<file path="config.mk">
export PLATFORM = sky130hd
export DESIGN_NAME = fischer_increment_turn_clock_top
export DESIGN_NICKNAME = d
export VERILOG_FILES = /design/src/hdl/ftc_pkg.sv /design/src/hdl/ftc_mem.sv /design/src/hdl/ftc_ids.sv /design/src/hdl/fischer_increment_turn_clock_top.sv
export SDC_FILE = /design/constraint.sdc
export NUM_CORES = 1
export LEC_CHECK = 0
export ABC_CLOCK_PERIOD_IN_PS = 6000
export CORE_UTILIZATION = 55
export CTS_BUF_LIST = sky130_fd_sc_hd__clkbuf_16
export DETAILED_ROUTE_END_ITERATION = 16
export DONT_BUFFER_PORTS = 1
export PLACE_DENSITY = 0.73
export SETUP_SLACK_MARGIN = 0.1
export SYNTH_ARGS = -nofsm -noshare
export SYNTH_HDL_FRONTEND = slang
export SYNTH_SLANG_ARGS = --single-unit
</file>
<file path="constraint.sdc">
create_clock -name aclk -period 6 [get_ports aclk]
set_input_delay 0.6 -clock aclk [delete_from_list [all_inputs] [get_ports aclk]]
set_output_delay 0.6 -clock aclk [all_outputs]
set_load 0.05 [all_outputs]
</file>
<file path="src/hdl/ftc_pkg.sv">
package ftc_pkg;

    // Operation codes carried in the input item's tuser.
    typedef enum logic [2:0] {
        OP_JOIN          = 3'd0,
        OP_START         = 3'd1,
        OP_STOP          = 3'd2,
        OP_TICK          = 3'd3,
        OP_END_TURN      = 3'd4,
        OP_ADD_TIME      = 3'd5,
        OP_QUERY_PLAYER  = 3'd6,
        OP_QUERY_CURRENT = 3'd7
    } op_t;

    // Status codes returned with every result item.
    typedef enum logic [1:0] {
        STAT_OK      = 2'd0,
        STAT_FULL    = 2'd1,
        STAT_UNKNOWN = 2'd2,
        STAT_EMPTY   = 2'd3
    } status_t;

    // Sequencer states: accept, read-modify-write, re-read, deliver.
    typedef enum logic [1:0] {
        S_IDLE   = 2'd0,
        S_MODIFY = 2'd1,
        S_FETCH  = 2'd2,
        S_RESULT = 2'd3
    } state_t;

    // One slot of the balance memory.
    typedef struct packed {
        logic signed [31:0] remaining;
        logic [23:0]        increment;
    } slot_t;

    localparam int ID_W     = 8;
    localparam int AMOUNT_W = 31;
    localparam int INCR_W   = 24;

endpackage

</file>
<file path="src/hdl/ftc_mem.sv">
module ftc_mem
    import ftc_pkg::*;
#(
    parameter int DEPTH = 4,
    parameter int AW    = 2
) (
    input  logic          aclk,
    input  logic          wr_en,
    input  logic [AW-1:0] wr_addr,
    input  slot_t         wr_data,
    input  logic          rd_en,
    input  logic [AW-1:0] rd_addr,
    output slot_t         rd_data
);

    slot_t mem_array [DEPTH];
    slot_t rd_data_reg;

    // Single write port.
    always_ff @(posedge aclk) begin
        if (wr_en) begin
            mem_array[wr_addr] <= wr_data;
        end
    end

    // Registered read port; data holds between reads.
    always_ff @(posedge aclk) begin
        if (rd_en) begin
            rd_data_reg <= mem_array[rd_addr];
        end
    end

    assign rd_data = rd_data_reg;

endmodule

</file>
<file path="src/hdl/ftc_ids.sv">
module ftc_ids
    import ftc_pkg::*;
#(
    parameter int MAX_PLAYERS = 4,
    parameter int SLOT_W      = 2,
    parameter int CNT_W       = 3
) (
    input  logic              aclk,
    input  logic              wr_en,
    input  logic [SLOT_W-1:0] wr_slot,
    input  logic [ID_W-1:0]   wr_id,
    input  logic [CNT_W-1:0]  joined_count,
    input  logic [ID_W-1:0]   lookup_id,
    input  logic [SLOT_W-1:0] turn_slot,
    output logic              hit,
    output logic [SLOT_W-1:0] hit_slot,
    output logic [ID_W-1:0]   turn_id
);

    logic [ID_W-1:0] ids_reg [MAX_PLAYERS];

    // Player ids are written once, on join.
    always_ff @(posedge aclk) begin
        if (wr_en) begin
            ids_reg[wr_slot] <= wr_id;
        end
    end

    // Compare all occupied slots in parallel; the lowest match wins.
    always_comb begin
        hit      = 1'b0;
        hit_slot = '0;
        for (int i = MAX_PLAYERS - 1; i >= 0; i--) begin
            if ((CNT_W'(i) < joined_count) && (ids_reg[i] == lookup_id)) begin
                hit      = 1'b1;
                hit_slot = SLOT_W'(i);
            end
        end
    end

    assign turn_id = ids_reg[turn_slot];

endmodule

</file>
<file path="src/hdl/fischer_increment_turn_clock_top.sv">
// Multi-player turn clock with Fischer increment.
// Input channel (s_): tuser carries the operation code, tdata the player id,
// a time amount and a per-move increment. Every input item yields exactly one
// result item on the output channel (m_): status in tuser, and in tdata the
// id of the player to move, a valid flag, a remaining balance, the running
// flag and the number of joined players.
// Each item passes through the sequencer steps in order: the accepting cycle
// issues a read of the slot memory, the modify step modifies and writes back
// the slot, the fetch step reads the slot to report, and the result step loads
// the output register. The single read port of the slot memory sets this order,
// so a new item is taken only once the last one has loaded its result.
// Reset clears the player count, the turn pointer, the running flag and the
// output valid; the slot contents stay undefined until players join.
// When the receiver stalls, the finished result waits in the output register
// and the block may still accept and process the next item, which then holds
// in its last step until the output register is free.
module fischer_increment_turn_clock_top
    import ftc_pkg::*;
#(
    parameter int MAX_PLAYERS = 4
) (
    input  logic        aclk,
    input  logic        aresetn,
    input  logic        s_tvalid,
    output logic        s_tready,
    // [7:0] player_id, [38:8] time_amount, [62:39] increment_amount, [63] zero
    input  logic [63:0] s_tdata,
    // [2:0] operation
    input  logic [2:0]  s_tuser,
    output logic        m_tvalid,
    input  logic        m_tready,
    // [7:0] to_move_id, [8] to_move_valid, [40:9] remaining_time,
    // [41] is_running, [44:42] players_joined, [47:45] zero
    output logic [47:0] m_tdata,
    // [1:0] status
    output logic [1:0]  m_tuser
);

    localparam int SLOT_W = (MAX_PLAYERS > 1) ? $clog2(MAX_PLAYERS) : 1;
    localparam int CNT_W  = $clog2(MAX_PLAYERS + 1);

    localparam logic signed [31:0] S32_MAX = 32'sh7FFF_FFFF;
    localparam logic signed [31:0] S32_MIN = 32'sh8000_0000;

    // Input field views.
    op_t                 op_in;
    logic [ID_W-1:0]     id_in;
    logic [AMOUNT_W-1:0] amount_in;
    logic [INCR_W-1:0]   incr_in;

    assign op_in     = op_t'(s_tuser);
    assign id_in     = s_tdata[7:0];
    assign amount_in = s_tdata[38:8];
    assign incr_in   = s_tdata[62:39];

    // Control state.
    state_t              state_reg, state_next;
    logic [CNT_W-1:0]    joined_reg, joined_next;
    logic [SLOT_W-1:0]   turn_reg, turn_next;
    logic                running_reg, running_next;

    // Item registers.
    op_t                 op_reg;
    status_t             status_reg;
    logic                hit_reg;
    logic [SLOT_W-1:0]   slot_reg;
    logic [ID_W-1:0]     id_reg;
    logic [AMOUNT_W-1:0] amount_reg;
    logic [INCR_W-1:0]   incr_reg;

    // Output register.
    logic                m_tvalid_reg;
    logic [47:0]         m_tdata_reg;
    logic [1:0]          m_tuser_reg;

    logic                accept;
    logic                out_load;
    logic                mem_re;
    logic                mem_we;
    logic [SLOT_W-1:0]   mem_raddr;
    logic [SLOT_W-1:0]   mem_waddr;
    slot_t               mem_wdata;
    slot_t               mem_rdata;
    logic                ids_we;
    logic                hit;
    logic [SLOT_W-1:0]   hit_slot;
    logic [ID_W-1:0]     turn_id;
    status_t             status_in;
    logic                any_player;

    // Saturating add of a non-negative amount to a signed balance.
    function automatic logic signed [31:0] sat_add(input logic signed [31:0] a,
                                                   input logic [AMOUNT_W-1:0] b);
        logic [32:0] sum;
        sum = {a[31], a} + {2'b00, b};
        if (sum[32] != sum[31]) begin
            sat_add = S32_MAX;
        end else begin
            sat_add = sum[31:0];
        end
    endfunction

    ftc_ids #(
        .MAX_PLAYERS (MAX_PLAYERS),
        .SLOT_W      (SLOT_W),
        .CNT_W       (CNT_W)
    ) u_ids (
        .aclk         (aclk),
        .wr_en        (ids_we),
        .wr_slot      (mem_waddr),
        .wr_id        (id_reg),
        .joined_count (joined_reg),
        .lookup_id    (id_in),
        .turn_slot    (turn_reg),
        .hit          (hit),
        .hit_slot     (hit_slot),
        .turn_id      (turn_id)
    );

    ftc_mem #(
        .DEPTH (MAX_PLAYERS),
        .AW    (SLOT_W)
    ) u_mem (
        .aclk    (aclk),
        .wr_en   (mem_we),
        .wr_addr (mem_waddr),
        .wr_data (mem_wdata),
        .rd_en   (mem_re),
        .rd_addr (mem_raddr),
        .rd_data (mem_rdata)
    );

    assign any_player = (joined_reg != '0);

    // Sequencer next state.
    always_comb begin
        state_next = state_reg;
        case (state_reg)
            S_IDLE:   if (accept) state_next = S_MODIFY;
            S_MODIFY: state_next = S_FETCH;
            S_FETCH:  state_next = S_RESULT;
            S_RESULT: if (out_load) state_next = S_IDLE;
            default:  state_next = S_IDLE;
        endcase
    end

    // Sequencer outputs.
    always_comb begin
        s_tready = 1'b0;
        mem_re   = 1'b0;
        out_load = 1'b0;
        case (state_reg)
            S_IDLE: begin
                s_tready = 1'b1;
                mem_re   = s_tvalid;
            end
            S_FETCH:  mem_re = 1'b1;
            S_RESULT: out_load = !m_tvalid_reg || m_tready;
            default: begin
                s_tready = 1'b0;
            end
        endcase
    end

    assign accept = s_tvalid && s_tready;

    // Status of an arriving item, decided against the current state.
    always_comb begin
        status_in = STAT_OK;
        case (op_in)
            OP_JOIN: begin
                if ((joined_reg >= CNT_W'(MAX_PLAYERS)) || hit) status_in = STAT_FULL;
            end
            OP_ADD_TIME, OP_QUERY_PLAYER: begin
                if (!hit) status_in = STAT_UNKNOWN;
            end
            OP_TICK, OP_END_TURN, OP_QUERY_CURRENT: begin
                if (!any_player) status_in = STAT_EMPTY;
            end
            default: status_in = STAT_OK;
        endcase
    end

    // Read address: the slot to modify on accept, the slot to report later.
    always_comb begin
        if (state_reg == S_IDLE) begin
            mem_raddr = (op_in inside {OP_TICK, OP_END_TURN}) ? turn_reg : hit_slot;
        end else begin
            mem_raddr = (op_reg == OP_QUERY_PLAYER) ? slot_reg : turn_reg;
        end
    end

    // Slot update and turn bookkeeping in the modify step.
    always_comb begin
        logic [CNT_W-1:0] turn_plus;
        turn_plus    = CNT_W'(turn_reg) + CNT_W'(1);
        mem_we       = 1'b0;
        ids_we       = 1'b0;
        mem_waddr    = slot_reg;
        mem_wdata    = mem_rdata;
        joined_next  = joined_reg;
        turn_next    = turn_reg;
        running_next = running_reg;
        if (state_reg == S_MODIFY) begin
            case (op_reg)
                OP_JOIN: begin
                    if (status_reg == STAT_OK) begin
                        mem_we                 = 1'b1;
                        ids_we                 = 1'b1;
                        mem_waddr              = joined_reg[SLOT_W-1:0];
                        mem_wdata.remaining    = {1'b0, amount_reg};
                        mem_wdata.increment    = incr_reg;
                        joined_next            = joined_reg + CNT_W'(1);
                    end
                end
                OP_START: running_next = 1'b1;
                OP_STOP:  running_next = 1'b0;
                OP_TICK: begin
                    if ((status_reg == STAT_OK) && running_reg) begin
                        mem_we    = 1'b1;
                        mem_waddr = turn_reg;
                        if (mem_rdata.remaining != S32_MIN) begin
                            mem_wdata.remaining = mem_rdata.remaining - 32'sd1;
                        end
                    end
                end
                OP_END_TURN: begin
                    if (status_reg == STAT_OK) begin
                        mem_we              = 1'b1;
                        mem_waddr           = turn_reg;
                        mem_wdata.remaining = sat_add(mem_rdata.remaining,
                                                      AMOUNT_W'(mem_rdata.increment));
                        turn_next = (turn_plus >= joined_reg) ? '0 : turn_plus[SLOT_W-1:0];
                    end
                end
                OP_ADD_TIME: begin
                    if (status_reg == STAT_OK) begin
                        mem_we = 1'b1;
                        if (mem_rdata.remaining < 0) begin
                            mem_wdata.remaining = {1'b0, amount_reg};
                        end else begin
                            mem_wdata.remaining = sat_add(mem_rdata.remaining, amount_reg);
                        end
                    end
                end
                default: mem_we = 1'b0;
            endcase
        end
    end

    // Control registers.
    always_ff @(posedge aclk) begin
        if (!aresetn) begin
            state_reg   <= S_IDLE;
            joined_reg  <= '0;
            turn_reg    <= '0;
            running_reg <= 1'b0;
        end else begin
            state_reg   <= state_next;
            joined_reg  <= joined_next;
            turn_reg    <= turn_next;
            running_reg <= running_next;
        end
    end

    // Item registers, loaded when an item is taken.
    always_ff @(posedge aclk) begin
        if (accept) begin
            op_reg     <= op_in;
            status_reg <= status_in;
            hit_reg    <= hit;
            slot_reg   <= hit_slot;
            id_reg     <= id_in;
            amount_reg <= amount_in;
            incr_reg   <= incr_in;
        end
    end

    // Output register and its valid flag.
    always_ff @(posedge aclk) begin
        if (!aresetn) begin
            m_tvalid_reg <= 1'b0;
        end else if (out_load) begin
            m_tvalid_reg <= 1'b1;
        end else if (m_tready) begin
            m_tvalid_reg <= 1'b0;
        end
    end

    always_ff @(posedge aclk) begin
        logic signed [31:0] rem_out;
        if (op_reg == OP_QUERY_PLAYER) begin
            rem_out = hit_reg ? mem_rdata.remaining : 32'sd0;
        end else begin
            rem_out = any_player ? mem_rdata.remaining : 32'sd0;
        end
        if (out_load) begin
            m_tuser_reg <= status_reg;
            m_tdata_reg <= {3'b000, 3'(joined_reg), running_reg, rem_out, any_player,
                            any_player ? turn_id : {ID_W{1'b0}}};
        end
    end

    assign m_tvalid = m_tvalid_reg;
    assign m_tdata  = m_tdata_reg;
    assign m_tuser  = m_tuser_reg;

    // The turn pointer always names an occupied slot.
    assert property (@(posedge aclk) disable iff (!aresetn)
        any_player |-> (CNT_W'(turn_reg) < joined_reg))
        else $error("turn pointer beyond joined players");

    // The player count never exceeds the table size.
    assert property (@(posedge aclk) disable iff (!aresetn)
        joined_reg <= CNT_W'(MAX_PLAYERS))
        else $error("player count beyond table size");

    // Slot writes happen only in the modify step.
    assert property (@(posedge aclk) disable iff (!aresetn)
        mem_we |-> (state_reg == S_MODIFY))
        else $error("slot write outside modify step");

    // An accepted item always moves on to the modify step.
    assert property (@(posedge aclk) disable iff (!aresetn)
        accept |=> (state_reg == S_MODIFY))
        else $error("accepted item did not start processing");

    // Turn and count change only while an item is being modified.
    assert property (@(posedge aclk) disable iff (!aresetn)
        (state_reg != S_MODIFY) |=> ($stable(turn_reg) && $stable(joined_reg)))
        else $error("turn state changed outside modify step");

endmodule

</file>
After elaboration in Yosys (flattened, before gate mapping)
Memory sizes are Yosys's and may differ from the RTL's. A register that Yosys moved wholly into a read port is not among the register bits.
Index checks and enable logic that the tools add are counted.
{ "totals": {"ramBits": 256, "regBits": 119, "in_bits": 71, "output_inout_bits": 52, "n_memories": 2, "elab_cells": 130} }
{ "mem_list": {"columns": ["name", "depth", "width", "read_ports", "rd_clocked_by_memory_dff", "write_ports", "line_no", "text"], "rows": [
  ["u_mem.mem_array", 4, 56, 1, 1, 1, "ftc_mem.sv:16", "slot_t mem_array [DEPTH];"],
  ["u_ids.ids_reg", 4, 8, 5, 1, 1, "ftc_ids.sv:20", "logic [ID_W-1:0] ids_reg [MAX_PLAYERS];"]
]} }
{ "classes": {"n_reduce_logical": 25, "n_eq_ne": 23, "addsub": 5, "mux": 54, "magnitude_cmp": 7} }
{ "op_table": {"columns": ["cell", "n"], "rows": [
  ["two-way mux 32 bit", 10],
  ["case mux 32 bit (4 select lines)", 1],
  ["two-way mux 56 bit", 2],
  ["adder 32 x 25 -> 33 bit", 1],
  ["adder 32 x 32 -> 33 bit", 1],
  ["equality test 8 bit", 4],
  ["< comparator 32 x 1 -> 1 bit (second input constant)", 1],
  ["two-way mux 2 bit", 16],
  ["!= test 32 bit (second input constant)", 1],
  ["subtractor 32 x 2 -> 32 bit (second input constant)", 1],
  ["two-way mux 24 bit", 1],
  ["equality test 3 bit (second input constant)", 7],
  ["two-way mux 1 bit", 18],
  ["case mux 2 bit (3 select lines)", 2],
  ["equality test 3 x 2 -> 1 bit (second input constant)", 3],
  ["case mux 2 bit (4 select lines)", 1],
  ["logical AND 1 bit", 6],
  ["logical NOT 3 bit", 2],
  ["< comparator 1 x 3 -> 1 bit (first input constant)", 2],
  ["< comparator 2 x 3 -> 1 bit (first input constant)", 2],
  ["case mux 1 bit (2 select lines)", 3],
  ["AND reduction 3 bit", 2],
  ["nonzero test 2 bit", 3],
  ["OR reduction 3 bit", 2],
  ["other kinds (15)", 22]
]} }

Longest topological paths before layout
An unclocked memory read counts as a cell.
{ "depth": {"word_depth": 10, "ltp_mapped": 19, "ltp_nobuf": 18} }

By module
Synthesis repeated with hierarchy kept, for this count alone.
{ "hier_totals": {"hier_cells": 1674, "hier_area_um2": 22046.1} }
{ "modules_own_cells": {"columns": ["module", "seq_area_each_um2", "area_each_um2", "cells_each", "n_inst"], "rows": [
  ["fischer_increment_turn_clock_top", 3723.6, 10612.7, 1222, 1],
  ["ftc_mem", 8408.1, 9828.2, 352, 1],
  ["ftc_ids", 960.9, 1605.3, 100, 1]
]} }

Worst setup path before layout
No wires, ideal clock.
{ "synth_path": {"path_kind": "reg-to-reg", "start": "register op_reg[0]", "end": "memory u_mem.mem_array[2][0] in the netlist's numbering (enable)", "arrival_time_ns": 5.321, "path_stages_with_launch": 6, "path_slack_ns": 0.140, "synth_period_minus_slack_ns": 5.860, "path_buffers": 1, "setup_ns": 0.539, "t_required_ns": 5.461, "cell_sequence": "edfxtp_1 -> clkbuf_1 -> nor2_1 -> o21ai_0 -> a22o_1 -> nor3_1"} }
{ "synth_between": {"elab_chain_cells": 6, "elab_cells_between_ends": 11, "classes_between": "3 x eq/ne; 6 x mux; 2 x reduce/logical"} }
{ "synth_lines": {"columns": ["element", "line_no", "text"], "rows": [
  ["start: declaration", "fischer_increment_turn_clock_top.sv:63", "op_t op_reg;"],
  ["start signal: assignment", "fischer_increment_turn_clock_top.sv:269", "op_reg <= op_in;"],
  ["equality test 3 bit / logical NOT 3 bit (equally long branches)", "fischer_increment_turn_clock_top.sv:205", "case (op_reg)"],
  ["OR reduction 3 bit (no line)", null, null],
  ["case mux 1 bit (2 select lines)", "fischer_increment_turn_clock_top.sv:205", null],
  ["two-way mux 1 bit", "fischer_increment_turn_clock_top.sv:204", "if (state_reg == S_MODIFY) begin"],
  ["two-way mux 1 bit", "ftc_mem.sv:21", "if (wr_en) begin"],
  ["two-way mux 1 bit (not written as such)", "ftc_mem.sv:22", "mem_array[wr_addr] <= wr_data;"],
  ["end: declaration", "ftc_mem.sv:16", null]
]} }
Parallel ways exist; a longest one is shown, timed or not.

==> flow_summary.yaml <==
floorplan:
  die_y_um: 204
  pin_count: 123
  core-area_mm2: 0.0399
  start_util_pct: 56.0
  rows: 73
  die_x_um: 204
  dieArea_mm2: 0.0414
global_route:
  antenna_found_initial: 3
  grt_pass1_wl_mm: 86.9
  grt_util_met1_pct: 40.0
  grtUsageMet3_pct: 3.69
  first_global_vias: 14400
  grt_util_all_layers_pct: 27.9
  overflow: 0
  use_met2_pct: 45.0
  top_usage_layer: "met2"
  grt_max_degree: 113
pwr:
  p_per_area_mw_per_mm2: 570
  p_leak_nw: 8.55
  p_total_mw: 13.9
  ir_drop_mv: 0.384
logic_synthesis:
  synth_common_cells: "430 x edfxtp_1, 147 x a21oi_1, 142 x nor2_1"
  synthDistinctLibCells: 87
  yosysWarnings: 0
  ys_seq_area_share_pct: 58.6
  ys_ff_latch: 439
  syn_area_mm2: 0.0223
  async_flop_share_pct: 0
  yosysMostFrequentCell: "edfxtp_1"
  synth.avg_cell_area_um2: 12.6
  synth_largest_area_cell: "edfxtp_1"
  synthTopCellsByArea: "edfxtp_1 58%, mux2_2 4.2%, ha_1 3.9%, a21oi_1 3.3%, mux2i_1 3.0%"
  synth_edf_count: 430
  synth_ff_type: "edfxtp_1"
  syn_inst: 1774
  synth_top_area_share_pct: 57.8
timing:
  clock_skew_ps: 24.1
  fmax_mhz: 184
  final-hold-violation-count: 0
  setup_viol_count_final: 0
  period_share_pct: 90.5
  relSlewSlack_pct: 14.5
  totalNegativeSetupSlack_ps: 0
  final_max_slew_viol_count: 0
  rsz0062_at_grt: "false"
  worstMarginPinSlew_ps: 1280
  period_minus_slack_ps: 5430
clocking:
  cts_root_buffer: "clkbuf_16"
  cts_tree: "yes"
  clk_latency_ps: 580
  clockBufferDepth: 3
  postCtsSetupBuffers: 0
  cts-buffers-inserted: 45
  cts_sinks: 439
  cts_max_level: 2
  clkTransAtPathRegs_ps: 70
  hold_buffers: 0
  cts_resized: 0
worst_hold_path:
  hold_path_class: "input pin to flip-flop"
  hp-start: "s_tdata[0]"
  holdPathStages: 0
  min_to: "id_reg[0]"
critical_path:
  path_class: "flip-flop to flip-flop"
  worst_setup_path_end_kind: "flip-flop"
  crit_start: "u_mem.rd_data[24]"
  r2r_start: "u_mem.rd_data[24]"
  worstPathRequired_ps: 6280
  worst_r2r_endpoint: "u_mem.mem_array[2][32]"
  r2r_cells: 17
  regToRegSetupSlack_ps: 570
  cp.arrival_ps: 5710
  cp_max_fo: 12
  cp-start-kind: "flip-flop"
final_layout:
  drive_gt1_share_pct: 13.4
  largest_reg_flops: 224
  synthToLayoutAreaGrowth_pct: 8.94
  design_area_mm2: 0.0243
  fin_nets: 1919
drt:
  ant_nets: 0
  routed_wl_mm: 57.4
  drc: 0
  drt_first_pass_iters: 5
  wl_per_cell_um: 24.5
  drt_iter0_markers: 1703
  vias: 15000
  vias_per_cell: 6.43
placed_design:
  dpl_cell_area_mm2: 0.0229
  post-dp-hpwl_mm: 39.0
  port_buffers: 0
  gp_congestion: 0.967
outcome:
  status: "completed"
job:
  max_cap_viol_count: 0
## worst max path at each step
stage,to,depth (start not counted)
2_1_floorplan,u_mem.mem_array[2][0],5
3_3_place_gp,u_mem.mem_array[0][49],16
3_5_place_dp,u_mem.mem_array[0][49],16
4_1_cts,u_mem.mem_array[3][49],16
5_1_grt,u_mem.mem_array[3][49],16
6_report,u_mem.mem_array[2][32],17
## layer usage
| layer | part of all wire (%) | vias up |
|---|---|---|
| li1 | - | 6863 |
| met4 | 2.0 | 2 |
| met5 | 0.023 | - |
| met2 | 47 | 647 |
| met3 | 7.6 | 87 |
| met1 | 43 | 7444 |
## stage by stage
stage                     hold WS, ps  cells  utilization, %  setup WS, ps
final                             112   2340            61.0           570
after global routing             96.7   2337            60.9           193
after CTS                        88.4   2337            60.9           616
after floorplan                   459   1776               -           140
after detailed placement          484   2255            57.3           621
after global placement            465   2255            57.3           693
## power breakdown
group	switching, mW	internal, mW
Combinational	3.89	2.30
Clock	1.16	1.58
Sequential	0.644	4.31
## kinds of logic after synthesis
| logic type | share of synthesized area (%) |
|---|---|
| buf+inv | 2.87 |
| compound gates | 13.2 |
| fa+ha+maj | 4.04 |
| other cells | 0.0168 |
| xor+xnor | 3.33 |
| flops | 58.6 |
| simple gates | 9.84 |
| mux | 8.04 |
## layout make-up
class                      instances  area, um2
multi-input combinational       1220       8670
tap                              525        657
antenna                            3       7.51
fill                            3069      15600
clock buffer                      46       1150
timing repair buffer              44        343
inverter                          27        101
sequential                       439      13100
clock inverter                    36        308
## critical path: stages (launching register included)
cell	delay, ps
edfxtp_1	520
ha_1	280
fa_1	420
a21o_1	220
a221oi_1	450
or3_1	310
nand4_1	150
a311oi_1	460
o21ai_0	240
a211oi_1	290
ha_1	280
or2_2	360
buf_4	220
o21a_1	190
o21ai_0	150
o2111ai_1	160
nor3_1	180
o21ai_0	220
## cells in the final DEF (no fill, tap or decap), drive strengths merged, types with 26 or more instances in the layout
master,netlist,layout
edfxtp,430,430
a21oi,147,147
nor2,146,146
o21ai,114,114
mux2,83,83
nand2,80,80
ha,69,69
mux2i,68,68
xnor2,57,57
clkbuf,67,46
buf,19,44
and2,40,40
a21o,38,38
inv,26,38
nor3,32,32
xor2,28,28
o221ai,26,26
(Power assumes the default switching activity.)
